<file path="config.mk">
export PLATFORM = sky130hd
export DESIGN_NAME = pcr_clock_offset_averager
export DESIGN_NICKNAME = d
export VERILOG_FILES = /design/src/rtl/core/pcr_avg_pkg.sv /design/src/rtl/core/pcr_clock_offset_averager.sv /design/src/rtl/core/pcr_avg_ctrl.sv /design/src/rtl/core/pcr_avg_dp.sv
export SDC_FILE = /design/constraint.sdc
export NUM_CORES = 2
export LEC_CHECK = 0
export BUFFER_PORTS_ARGS = -buffer_cell sky130_fd_sc_hd__buf_2
export CAP_MARGIN = 20
export CORE_MARGIN = 2
export CORE_UTILIZATION = 60
export CTS_BUF_LIST = sky130_fd_sc_hd__clkbuf_4 sky130_fd_sc_hd__clkbuf_8 sky130_fd_sc_hd__clkbuf_16
export CTS_CLUSTER_DIAMETER = 200
export CTS_CLUSTER_SIZE = 20
export DETAILED_ROUTE_END_ITERATION = 8
export GPL_TIMING_DRIVEN = 0
export PLACE_DENSITY = 0.77
export SETUP_SLACK_MARGIN = 0.02
export SYNTH_ARGS = -nofsm -noshare
export SYNTH_HDL_FRONTEND = slang
export SYNTH_SLANG_ARGS = --single-unit
</file>
<file path="constraint.sdc">
create_clock -name i_clk -period 30 [get_ports i_clk]
set_input_delay 3 -clock i_clk [delete_from_list [all_inputs] [get_ports i_clk]]
set_output_delay 3 -clock i_clk [all_outputs]
set_load 0.01 [all_outputs]
</file>
<file path="src/rtl/core/pcr_avg_pkg.sv">
`timescale 1ns / 1ps
package pcr_avg_pkg;
    localparam int unsigned WindowReset = 40;
    localparam int unsigned WideW = 73;
    localparam int unsigned SumW = 74;

    typedef enum logic [3:0] {
        S_IDLE, S_PCR_MUL, S_PCR_DIV, S_OFF_CALC, S_OFF_PREP, S_OFF_DIV, S_OFF_DONE,
        S_JIT_PREP, S_JIT_DIV, S_JIT_DONE, S_OUT
    } t_state;

    typedef struct packed {
        logic load;
        logic pcr_mul;
        logic conv_step;
        logic off_calc;
        logic mean_prep_off;
        logic mean_prep_jit;
        logic div_step;
        logic off_done;
        logic jit_done;
        logic out_load;
    } t_cmd;

    typedef struct packed {
        logic div_last;
    } t_status;
endpackage

</file>
<file path="src/rtl/core/pcr_clock_offset_averager.sv">
`timescale 1ns / 1ps
// PCR clock offset averager. One request is handled at a time: the next
// request is taken only after the result of the last is loaded into the output
// register. The base times 300 is divided by 27 in six radix-256 reciprocal
// steps, then a shared bit-serial restoring divider runs 73 steps for each
// running mean (offset, then jitter); the other states load the request, form
// the offset, set up and commit each mean and load the output register. While
// a result waits under output stall the block stays in its output state and
// stalls the next request.
module pcr_clock_offset_averager
    import pcr_avg_pkg::*;
#(
    parameter logic [7:0] WINDOW_RESET = 8'(WindowReset)
) (
    input  logic               i_clk,
    input  logic               i_rst_n,
    input  logic               i_cfg_valid,
    output logic               o_cfg_ready,
    input  logic        [7:0]  i_cfg_data,
    input  logic               i_valid,
    output logic               o_stall,
    input  logic        [31:0] i_pcr_high_word,
    input  logic        [7:0]  i_pcr_fifth_byte,
    input  logic        [62:0] i_local_time_us,
    input  logic               i_discontinuity,
    output logic               o_valid,
    input  logic               i_stall,
    output logic signed [63:0] o_smoothed_offset,
    output logic signed [63:0] o_sample_jitter,
    output logic signed [63:0] o_peak_jitter_out,
    output logic signed [63:0] o_mean_jitter_out
);
    t_cmd    cmd;
    t_status status;
    logic [7:0] r_window;
    logic r_ovalid;
    logic signed [63:0] smo, jit, pk, mjt;

    assign o_cfg_ready = 1'b1;

    // hold window register
    always_ff @(posedge i_clk) begin
        if (!i_rst_n) r_window <= WINDOW_RESET;
        else if (i_cfg_valid) r_window <= i_cfg_data;
    end

    pcr_avg_ctrl u_ctrl (
        .i_clk, .i_rst_n, .i_valid, .o_stall,
        .i_out_busy(r_ovalid && i_stall),
        .i_status(status), .o_cmd(cmd)
    );

    pcr_avg_dp u_dp (
        .i_clk, .i_rst_n, .i_cmd(cmd), .o_status(status), .i_window(r_window),
        .i_pcr_high_word, .i_pcr_fifth_byte, .i_local_time_us, .i_discontinuity,
        .o_smoothed(smo), .o_jitter(jit), .o_peak(pk), .o_mean_jit(mjt)
    );

    // output register
    always_ff @(posedge i_clk) begin
        if (!i_rst_n) r_ovalid <= 1'b0;
        else if (cmd.out_load) r_ovalid <= 1'b1;
        else if (!i_stall) r_ovalid <= 1'b0;
    end

    always_ff @(posedge i_clk) begin
        if (cmd.out_load) begin
            o_smoothed_offset <= smo;
            o_sample_jitter   <= jit;
            o_peak_jitter_out <= pk;
            o_mean_jitter_out <= mjt;
        end
    end

    assign o_valid = r_ovalid;
endmodule

</file>
<file path="src/rtl/core/pcr_avg_ctrl.sv">
`timescale 1ns / 1ps
module pcr_avg_ctrl
    import pcr_avg_pkg::*;
(
    input  logic    i_clk,
    input  logic    i_rst_n,
    input  logic    i_valid,
    output logic    o_stall,
    input  logic    i_out_busy,
    input  t_status i_status,
    output t_cmd    o_cmd
);
    t_state r_state, n_state;

    // advance state
    always_ff @(posedge i_clk) begin
        if (!i_rst_n) begin
            r_state <= S_IDLE;
        end else begin
            r_state <= n_state;
        end
    end

    // next state
    always_comb begin
        n_state = r_state;
        case (r_state)
            S_IDLE:     if (i_valid) n_state = S_PCR_MUL;
            S_PCR_MUL:  n_state = S_PCR_DIV;
            S_PCR_DIV:  if (i_status.div_last) n_state = S_OFF_CALC;
            S_OFF_CALC: n_state = S_OFF_PREP;
            S_OFF_PREP: n_state = S_OFF_DIV;
            S_OFF_DIV:  if (i_status.div_last) n_state = S_OFF_DONE;
            S_OFF_DONE: n_state = S_JIT_PREP;
            S_JIT_PREP: n_state = S_JIT_DIV;
            S_JIT_DIV:  if (i_status.div_last) n_state = S_JIT_DONE;
            S_JIT_DONE: n_state = S_OUT;
            S_OUT:      if (!i_out_busy) n_state = S_IDLE;
            default:    n_state = S_IDLE;
        endcase
    end

    // commands
    always_comb begin
        o_cmd = '0;
        o_stall = 1'b1;
        case (r_state)
            S_IDLE: begin
                o_stall = 1'b0;
                o_cmd.load = i_valid;
            end
            S_PCR_MUL:  o_cmd.pcr_mul = 1'b1;
            S_PCR_DIV:  o_cmd.conv_step = 1'b1;
            S_OFF_CALC: o_cmd.off_calc = 1'b1;
            S_OFF_PREP: o_cmd.mean_prep_off = 1'b1;
            S_OFF_DIV:  o_cmd.div_step = 1'b1;
            S_OFF_DONE: o_cmd.off_done = 1'b1;
            S_JIT_PREP: o_cmd.mean_prep_jit = 1'b1;
            S_JIT_DIV:  o_cmd.div_step = 1'b1;
            S_JIT_DONE: o_cmd.jit_done = 1'b1;
            S_OUT:      o_cmd.out_load = !i_out_busy;
            default:    o_cmd = '0;
        endcase
    end
endmodule

</file>
<file path="src/rtl/core/pcr_avg_dp.sv">
`timescale 1ns / 1ps
module pcr_avg_dp
    import pcr_avg_pkg::*;
(
    input  logic               i_clk,
    input  logic               i_rst_n,
    input  t_cmd               i_cmd,
    output t_status            o_status,
    input  logic        [7:0]  i_window,
    input  logic        [31:0] i_pcr_high_word,
    input  logic        [7:0]  i_pcr_fifth_byte,
    input  logic        [62:0] i_local_time_us,
    input  logic               i_discontinuity,
    output logic signed [63:0] o_smoothed,
    output logic signed [63:0] o_jitter,
    output logic signed [63:0] o_peak,
    output logic signed [63:0] o_mean_jit
);
    logic        [32:0] r_base;
    logic        [62:0] r_local;
    logic               r_disc;
    logic signed [63:0] r_smooth, r_peak, r_meanj, r_off, r_jit;
    logic        [7:0]  r_ocnt, r_jcnt;
    // shared restoring divider: magnitude dividend, divisor, remainder
    logic        [WideW-1:0] r_num;
    logic        [7:0]  r_rem;
    logic        [7:0]  r_div;
    logic        [6:0]  r_bit;
    logic               r_neg;

    logic [7:0]  win, ocnt_c, jcnt_c, weight, divisor;
    logic        full;
    logic signed [63:0] mean_in, samp_in;
    logic signed [SumW-1:0] sum;
    logic [SumW-1:0] mag;
    logic [8:0]  trial;
    logic [63:0] q_abs, q_res;
    logic [63:0] jit_c;
    logic [63:0] mj, mp;
    // base * 300 and its radix-256 division by 27
    logic [47:0] pcr_prod;
    logic [12:0] cv_cur;
    logic [25:0] cv_prod;
    logic [7:0]  cv_q;
    logic [12:0] cv_sub;

    assign win = (i_window == 8'd0) ? 8'd1 : i_window;
    assign ocnt_c = r_disc ? 8'd0 : r_ocnt;
    assign jcnt_c = r_disc ? 8'd0 : r_jcnt;

    // pick operands for the running mean
    always_comb begin
        if (i_cmd.mean_prep_off) begin
            full = ocnt_c >= win;
            weight = full ? win - 8'd1 : ocnt_c;
            mean_in = r_smooth;
            samp_in = r_off;
        end else begin
            full = jcnt_c >= win;
            weight = full ? win - 8'd1 : jcnt_c;
            mean_in = r_meanj;
            samp_in = r_jit;
        end
        divisor = weight + 8'd1;
        sum = SumW'(mean_in) * $signed({1'b0, weight}) + SumW'(samp_in);
        mag = sum[SumW-1] ? -sum : sum;
    end

    // one quotient byte per step: remainder below 27 keeps the digit below 256
    assign pcr_prod = {15'd0, r_base} * 48'd300;
    assign cv_cur   = {r_rem[4:0], r_num[47:40]};
    assign cv_prod  = {13'd0, cv_cur} * 26'd9710;
    assign cv_q     = cv_prod[25:18];
    assign cv_sub   = cv_cur - {5'd0, cv_q} * 13'd27;

    assign trial = {r_rem, r_num[WideW-1]};
    assign o_status.div_last = (r_bit == 7'd0);
    assign q_abs = r_num[63:0];
    assign q_res = r_neg ? -q_abs : q_abs;
    assign jit_c = r_off - q_res;
    assign mj = r_jit[63] ? -r_jit : r_jit;
    assign mp = (r_disc ? 64'd0 : r_peak);

    always_ff @(posedge i_clk) begin
        if (!i_rst_n) begin
            r_smooth <= '0;
            r_peak   <= '0;
            r_meanj  <= '0;
            r_ocnt   <= '0;
            r_jcnt   <= '0;
        end else begin
            // commit mean, clear counts on restart
            if (i_cmd.off_done) begin
                r_smooth <= q_res;
                r_jit    <= jit_c;
                r_ocnt   <= (ocnt_c >= win) ? ocnt_c : ocnt_c + 8'd1;
            end
            if (i_cmd.jit_done) begin
                r_meanj <= q_res;
                r_jcnt  <= (jcnt_c >= win) ? jcnt_c : jcnt_c + 8'd1;
                if (mj >= (mp[63] ? -mp : mp)) r_peak <= r_jit;
                else r_peak <= mp;
            end
        end
    end

    // payload and divider
    always_ff @(posedge i_clk) begin
        if (i_cmd.load) begin
            r_base  <= {i_pcr_high_word, i_pcr_fifth_byte[7]};
            r_local <= i_local_time_us;
            r_disc  <= i_discontinuity;
        end
        if (i_cmd.pcr_mul) begin
            r_num <= WideW'(pcr_prod);
            r_rem <= '0;
            r_neg <= 1'b0;
            r_bit <= 7'd5;
        end else if (i_cmd.conv_step) begin
            r_num <= WideW'({r_num[39:0], cv_q});
            r_rem <= {3'd0, cv_sub[4:0]};
            r_bit <= r_bit - 7'd1;
        end else if (i_cmd.mean_prep_off || i_cmd.mean_prep_jit) begin
            r_num <= mag[WideW-1:0];
            r_div <= divisor;
            r_rem <= '0;
            r_neg <= sum[SumW-1];
            r_bit <= 7'(WideW - 1);
        end else if (i_cmd.div_step) begin
            if (trial >= {1'b0, r_div}) begin
                r_rem <= trial[7:0] - r_div;
                r_num <= {r_num[WideW-2:0], 1'b1};
            end else begin
                r_rem <= trial[7:0];
                r_num <= {r_num[WideW-2:0], 1'b0};
            end
            r_bit <= r_bit - 7'd1;
        end
        // form the clock offset from the converted base
        if (i_cmd.off_calc) begin
            r_off <= $signed({1'b0, r_local} - r_num[63:0]);
        end
    end

    assign o_smoothed = r_smooth;
    assign o_jitter   = r_jit;
    assign o_peak     = r_peak;
    assign o_mean_jit = r_meanj;
endmodule

</file>
==> flow_summary.yaml <==
run_status:
  outcome: "finished, final reports clean"
drt:
  detailedRoute.firstIterationViolations: 6076
  dr_vias: 58900
  drt.antenna.violating_nets: 0
  routed_wl_um: 237000
  routedWlPerCell_um: 24.9
  drt_first_pass_iters: 6
  drc: 0
  via_per_inst: 6.18
cells_and_area:
  finish.net_count: 9258
  area_taken_by_flip_flops_and_latches_um2: 21300
  final_design_area_no_fill_um2: 76900
  layout_area_growth_over_synthesis_pct: 8.16
  layout.filler_cells: 9788
  final_core_util_pct: 65.3
  multi_input_area_um2: 45300
  drive_above_1_share_pct: 7.10
sta:
  unrepaired_setup_endpoints_after_global_routing: "no"
  final-setup-viol-count: 0
  finClkSkew_ps: 53.2
  final_max_slew_viol_count: 0
  final_critical_path_setup_slack_ps: 13280
  setup_tns_ps: 0
  worstMarginPinSlew_ps: 1330
  maxSlewHeadroom_pct: 11.1
  period_share_pct: 55.7
  report.final.hold_viol_count: 0
  fmax_ghz: 0.0598
  fin_crit_period_ps: 16720
critical_path:
  cp_slowest_stage_delay_ps: 920
  critical_path_class: "flip-flop to flip-flop"
  cp_slowest_cell: "sky130_fd_sc_hd__o311ai_0"
  worst-r2r-setup-slack_ps: 13280
  crit_required_ps: 30590
  worst_reg2reg_path_depth: 42
  start_of_the_worst_register_to_register_path: "u_dp.r_disc"
  critPathArrivalTime_ps: 17310
  timing.rr.end: "u_dp.r_num[67]"
  critPathLaunchType: "flip-flop"
  critical_path.endpoint_type: "flip-flop"
  crit_path_max_fanout: 10
placement:
  buffer_ports.inserted: 365
  pre_cts_ws_ps: 13890
  placed_area_um2: 75400
  finalWeightedCongestion: 1.03
  post-dp-hpwl_um: 197000
pwr:
  clockPowerShare_pct: 7.7
  power.net_switching_mw: 4.69
  p_leak_nw: 36.7
  pwr-share-comb_pct: 75.1
  p_int_mw: 4.60
  power_frac_seq_pct: 17.2
  powerDensity_nw_per_um2: 121
  p_total_mw: 9.30
  ir_worst_vdd_mv: 1.87
  power.share.switching_pct: 50.5
cts:
  clock_insertion_delay_worst_skew_ps: 710
  cts_tree: "yes"
  htree_levels: 2
  hold_buffers: 0
  root_buffer: "sky130_fd_sc_hd__clkbuf_16"
  numCtsBuffers: 45
  clkSlewWorstSetupHoldPaths_ps: 90
  cts_buffer_depth: 3
  cts_setup_buffers: 0
  cts_num_sinks: 799
  postCtsResizedCells: 0
floorplan:
  design.portCount: 376
  initial_utilization_pct: 60.4
  die_w_um: 348
  core.rowCount: 126
  die_area_um2: 121000
  die-height_um: 348
  core-area_um2: 118000
global_routing:
  grtUsageMet1_pct: 52.9
  global_route.usage.total_pct: 39.1
  antenna_violations_before_repair: 7
  groute.layer.met3.usage_pct: 9.73
  grt_first_pass_wirelength_um: 357000
  grt_max_degree: 75
  met2_usage_pct: 58.7
  vias_in_the_first_global_route: 58400
  grt.overflow.total: 0
  top_usage_layer: "met2"
synthesis:
  synth-async-reset-ratio_pct: 0
  synthesis.area_per_instance_um2: 9.48
  mappedNetlistArea_um2: 71100
  syn-instance-count: 7499
  ys_ff_latch: 799
  yosysWarnings: 0
  dominantRegCellSynth: "sky130_fd_sc_hd__edfxtp_1"
  seq_area_frac_synth_pct: 29.9
  synthesis.nets: 8803
  synth_cell_type_count: 92
  synth_enable_flop_cells: 529
hold_path:
  hold_start: "u_dp.o_peak[63]"
  whs_path_depth: 0
  timing.hold.worst.class: "flip-flop to flip-flop"
  holdPathEnd: "o_peak_jitter_out[63]"
job:
  number_of_maximum_capacitance_constraint_violations: 0
layout by cell type, fill, tap and decap left out, types with 35 or more instances in the layout:
master and count:
sky130_fd_sc_hd__a211oi_1 40, sky130_fd_sc_hd__a21o_1 163, sky130_fd_sc_hd__a21oi_1 369, sky130_fd_sc_hd__a22o_1 66, sky130_fd_sc_hd__a22oi_1 35, sky130_fd_sc_hd__a31oi_1 50
sky130_fd_sc_hd__and2_1 39, sky130_fd_sc_hd__buf_1 39, sky130_fd_sc_hd__buf_2 368, sky130_fd_sc_hd__clkbuf_1 258, sky130_fd_sc_hd__clkbuf_16 46, sky130_fd_sc_hd__clkbuf_4 36
sky130_fd_sc_hd__dfxtp_1 270, sky130_fd_sc_hd__edfxtp_1 529, sky130_fd_sc_hd__fa_1 594, sky130_fd_sc_hd__ha_1 593, sky130_fd_sc_hd__inv_1 915, sky130_fd_sc_hd__mux2i_1 133
sky130_fd_sc_hd__nand2_1 957, sky130_fd_sc_hd__nand2b_1 54, sky130_fd_sc_hd__nand3_1 72, sky130_fd_sc_hd__nand4_1 77, sky130_fd_sc_hd__nor2_1 488, sky130_fd_sc_hd__nor2b_1 97
sky130_fd_sc_hd__nor3_1 73, sky130_fd_sc_hd__o211a_1 131, sky130_fd_sc_hd__o21a_1 37, sky130_fd_sc_hd__o21ai_0 317, sky130_fd_sc_hd__o21bai_1 50, sky130_fd_sc_hd__o31ai_1 79
sky130_fd_sc_hd__or3_1 51, sky130_fd_sc_hd__xnor2_1 357, sky130_fd_sc_hd__xor2_1 143
state kept, by name, indices dropped and copies added (netlist names), 33 cells and up:
name / flops
o_mean_jitter_out: 64
o_peak_jitter_out: 64
o_sample_jitter: 64
o_smoothed_offset: 64
u_dp.o_jitter: 64
u_dp.o_mean_jit: 64
u_dp.o_peak: 64
u_dp.o_smoothed: 64
u_dp.r_base: 33
u_dp.r_local: 63
u_dp.r_num: 73
u_dp.r_off: 64
area by class of cell:
cell class,instances,share of cell area (%)
Antenna cell,2,0.00651
Clock inverter,2,0.0472
Buffer,297,1.46
Clock buffer,82,1.85
Tap cell,1536,2.50
Multi-Input combinational cell,5485,58.9
Timing Repair Buffer,408,3.08
Sequential cell,799,27.7
Inverter,918,4.48
worst max path at each step:
stage	from	endpoint	slack (ps)	cells past startpoint
global placement	i_stall	o_sample_jitter[3]	150	3
detailed placement	u_dp.r_disc	u_dp.r_num[65]	13890	44
CTS	u_dp.r_disc	u_dp.r_num[58]	13780	43
floorplan	i_stall	o_mean_jitter_out[0]	7480	2
global route	u_dp.r_disc	u_dp.r_num[67]	12490	42
finish	u_dp.r_disc	u_dp.r_num[67]	13280	42
power by group through the flow:
stage / Combinational (mW) / Clock [mW] / Sequential, mW
final: 6.98 / 0.714 / 1.60
after global routing: 7.86 / 0.754 / 1.61
after CTS: 6.93 / 0.720 / 1.59
after detailed placement: 6.81 / 0 / 1.62
after global placement: 6.60 / 0 / 1.63
after floorplan: 5.05 / 0 / 1.54
metal layers:
metal / up-vias / wire (um)
met5: - / 0
met4: 0 / 13800
met3: 554 / 27600
met2: 3141 / 101000
met1: 28600 / 93900
li1: 26600 / -
critical path: cells and delay by family, from the launching register on:
kind / cells / cell delay, ps
and+or+nand+nor: 12 / 4000
muxes: 2 / 830
buffers and inverters: 11 / 4820
AOI/OAI and AO/OA: 9 / 2800
adders and majority gates: 8 / 3520
DFF: 1 / 650
cell families after synthesis:
logic type	after synthesis	share of synthesized area (%)
AO/OA/AOI/OAI	1570	15.0
XOR/XNOR	501	6.19
multiplexers	138	1.95
other	1	0.00527
buffers and inverters	1215	6.42
AND/OR/NAND/NOR	2086	13.3
flip-flops	799	29.9
adder cells (fa/ha/maj)	1189	27.2
cells in the mapped netlist (32+ instances only):
cell type	n	area share [%]
sky130_fd_sc_hd__a211oi_1	41	0.43
sky130_fd_sc_hd__a21o_1	163	1.7
sky130_fd_sc_hd__a21oi_1	369	2.6
sky130_fd_sc_hd__a22o_1	66	0.81
sky130_fd_sc_hd__a22oi_1	35	0.37
sky130_fd_sc_hd__a31oi_1	50	0.44
sky130_fd_sc_hd__and2_1	40	0.35
sky130_fd_sc_hd__and3_1	32	0.28
sky130_fd_sc_hd__buf_1	37	0.20
sky130_fd_sc_hd__clkbuf_1	258	1.4
sky130_fd_sc_hd__dfxtp_1	270	7.6
sky130_fd_sc_hd__edfxtp_1	529	22
sky130_fd_sc_hd__fa_1	594	17
sky130_fd_sc_hd__ha_1	593	10
sky130_fd_sc_hd__inv_1	916	4.8
sky130_fd_sc_hd__mux2i_1	135	1.9
sky130_fd_sc_hd__nand2_1	957	5.1
sky130_fd_sc_hd__nand2b_1	54	0.48
sky130_fd_sc_hd__nand3_1	72	0.51
sky130_fd_sc_hd__nand4_1	77	0.68
sky130_fd_sc_hd__nor2_1	490	2.6
sky130_fd_sc_hd__nor2b_1	97	0.85
sky130_fd_sc_hd__nor3_1	75	0.53
sky130_fd_sc_hd__o211a_1	131	1.8
sky130_fd_sc_hd__o21a_1	37	0.39
sky130_fd_sc_hd__o21ai_0	317	2.2
sky130_fd_sc_hd__o21bai_1	50	0.53
sky130_fd_sc_hd__o31ai_1	79	0.83
sky130_fd_sc_hd__or3_1	51	0.45
sky130_fd_sc_hd__xnor2_1	357	4.4
sky130_fd_sc_hd__xor2_1	143	1.8
metrics by stage:
stage	std cells	hold slack [ps]
2_1_floorplan	7499	406
3_3_place_gp	9400	413
3_5_place_dp	9441	421
4_1_cts	9525	439
5_1_grt	9527	459
6_report	9529	441
No activity file was read; power rests on OpenSTA's default activity.
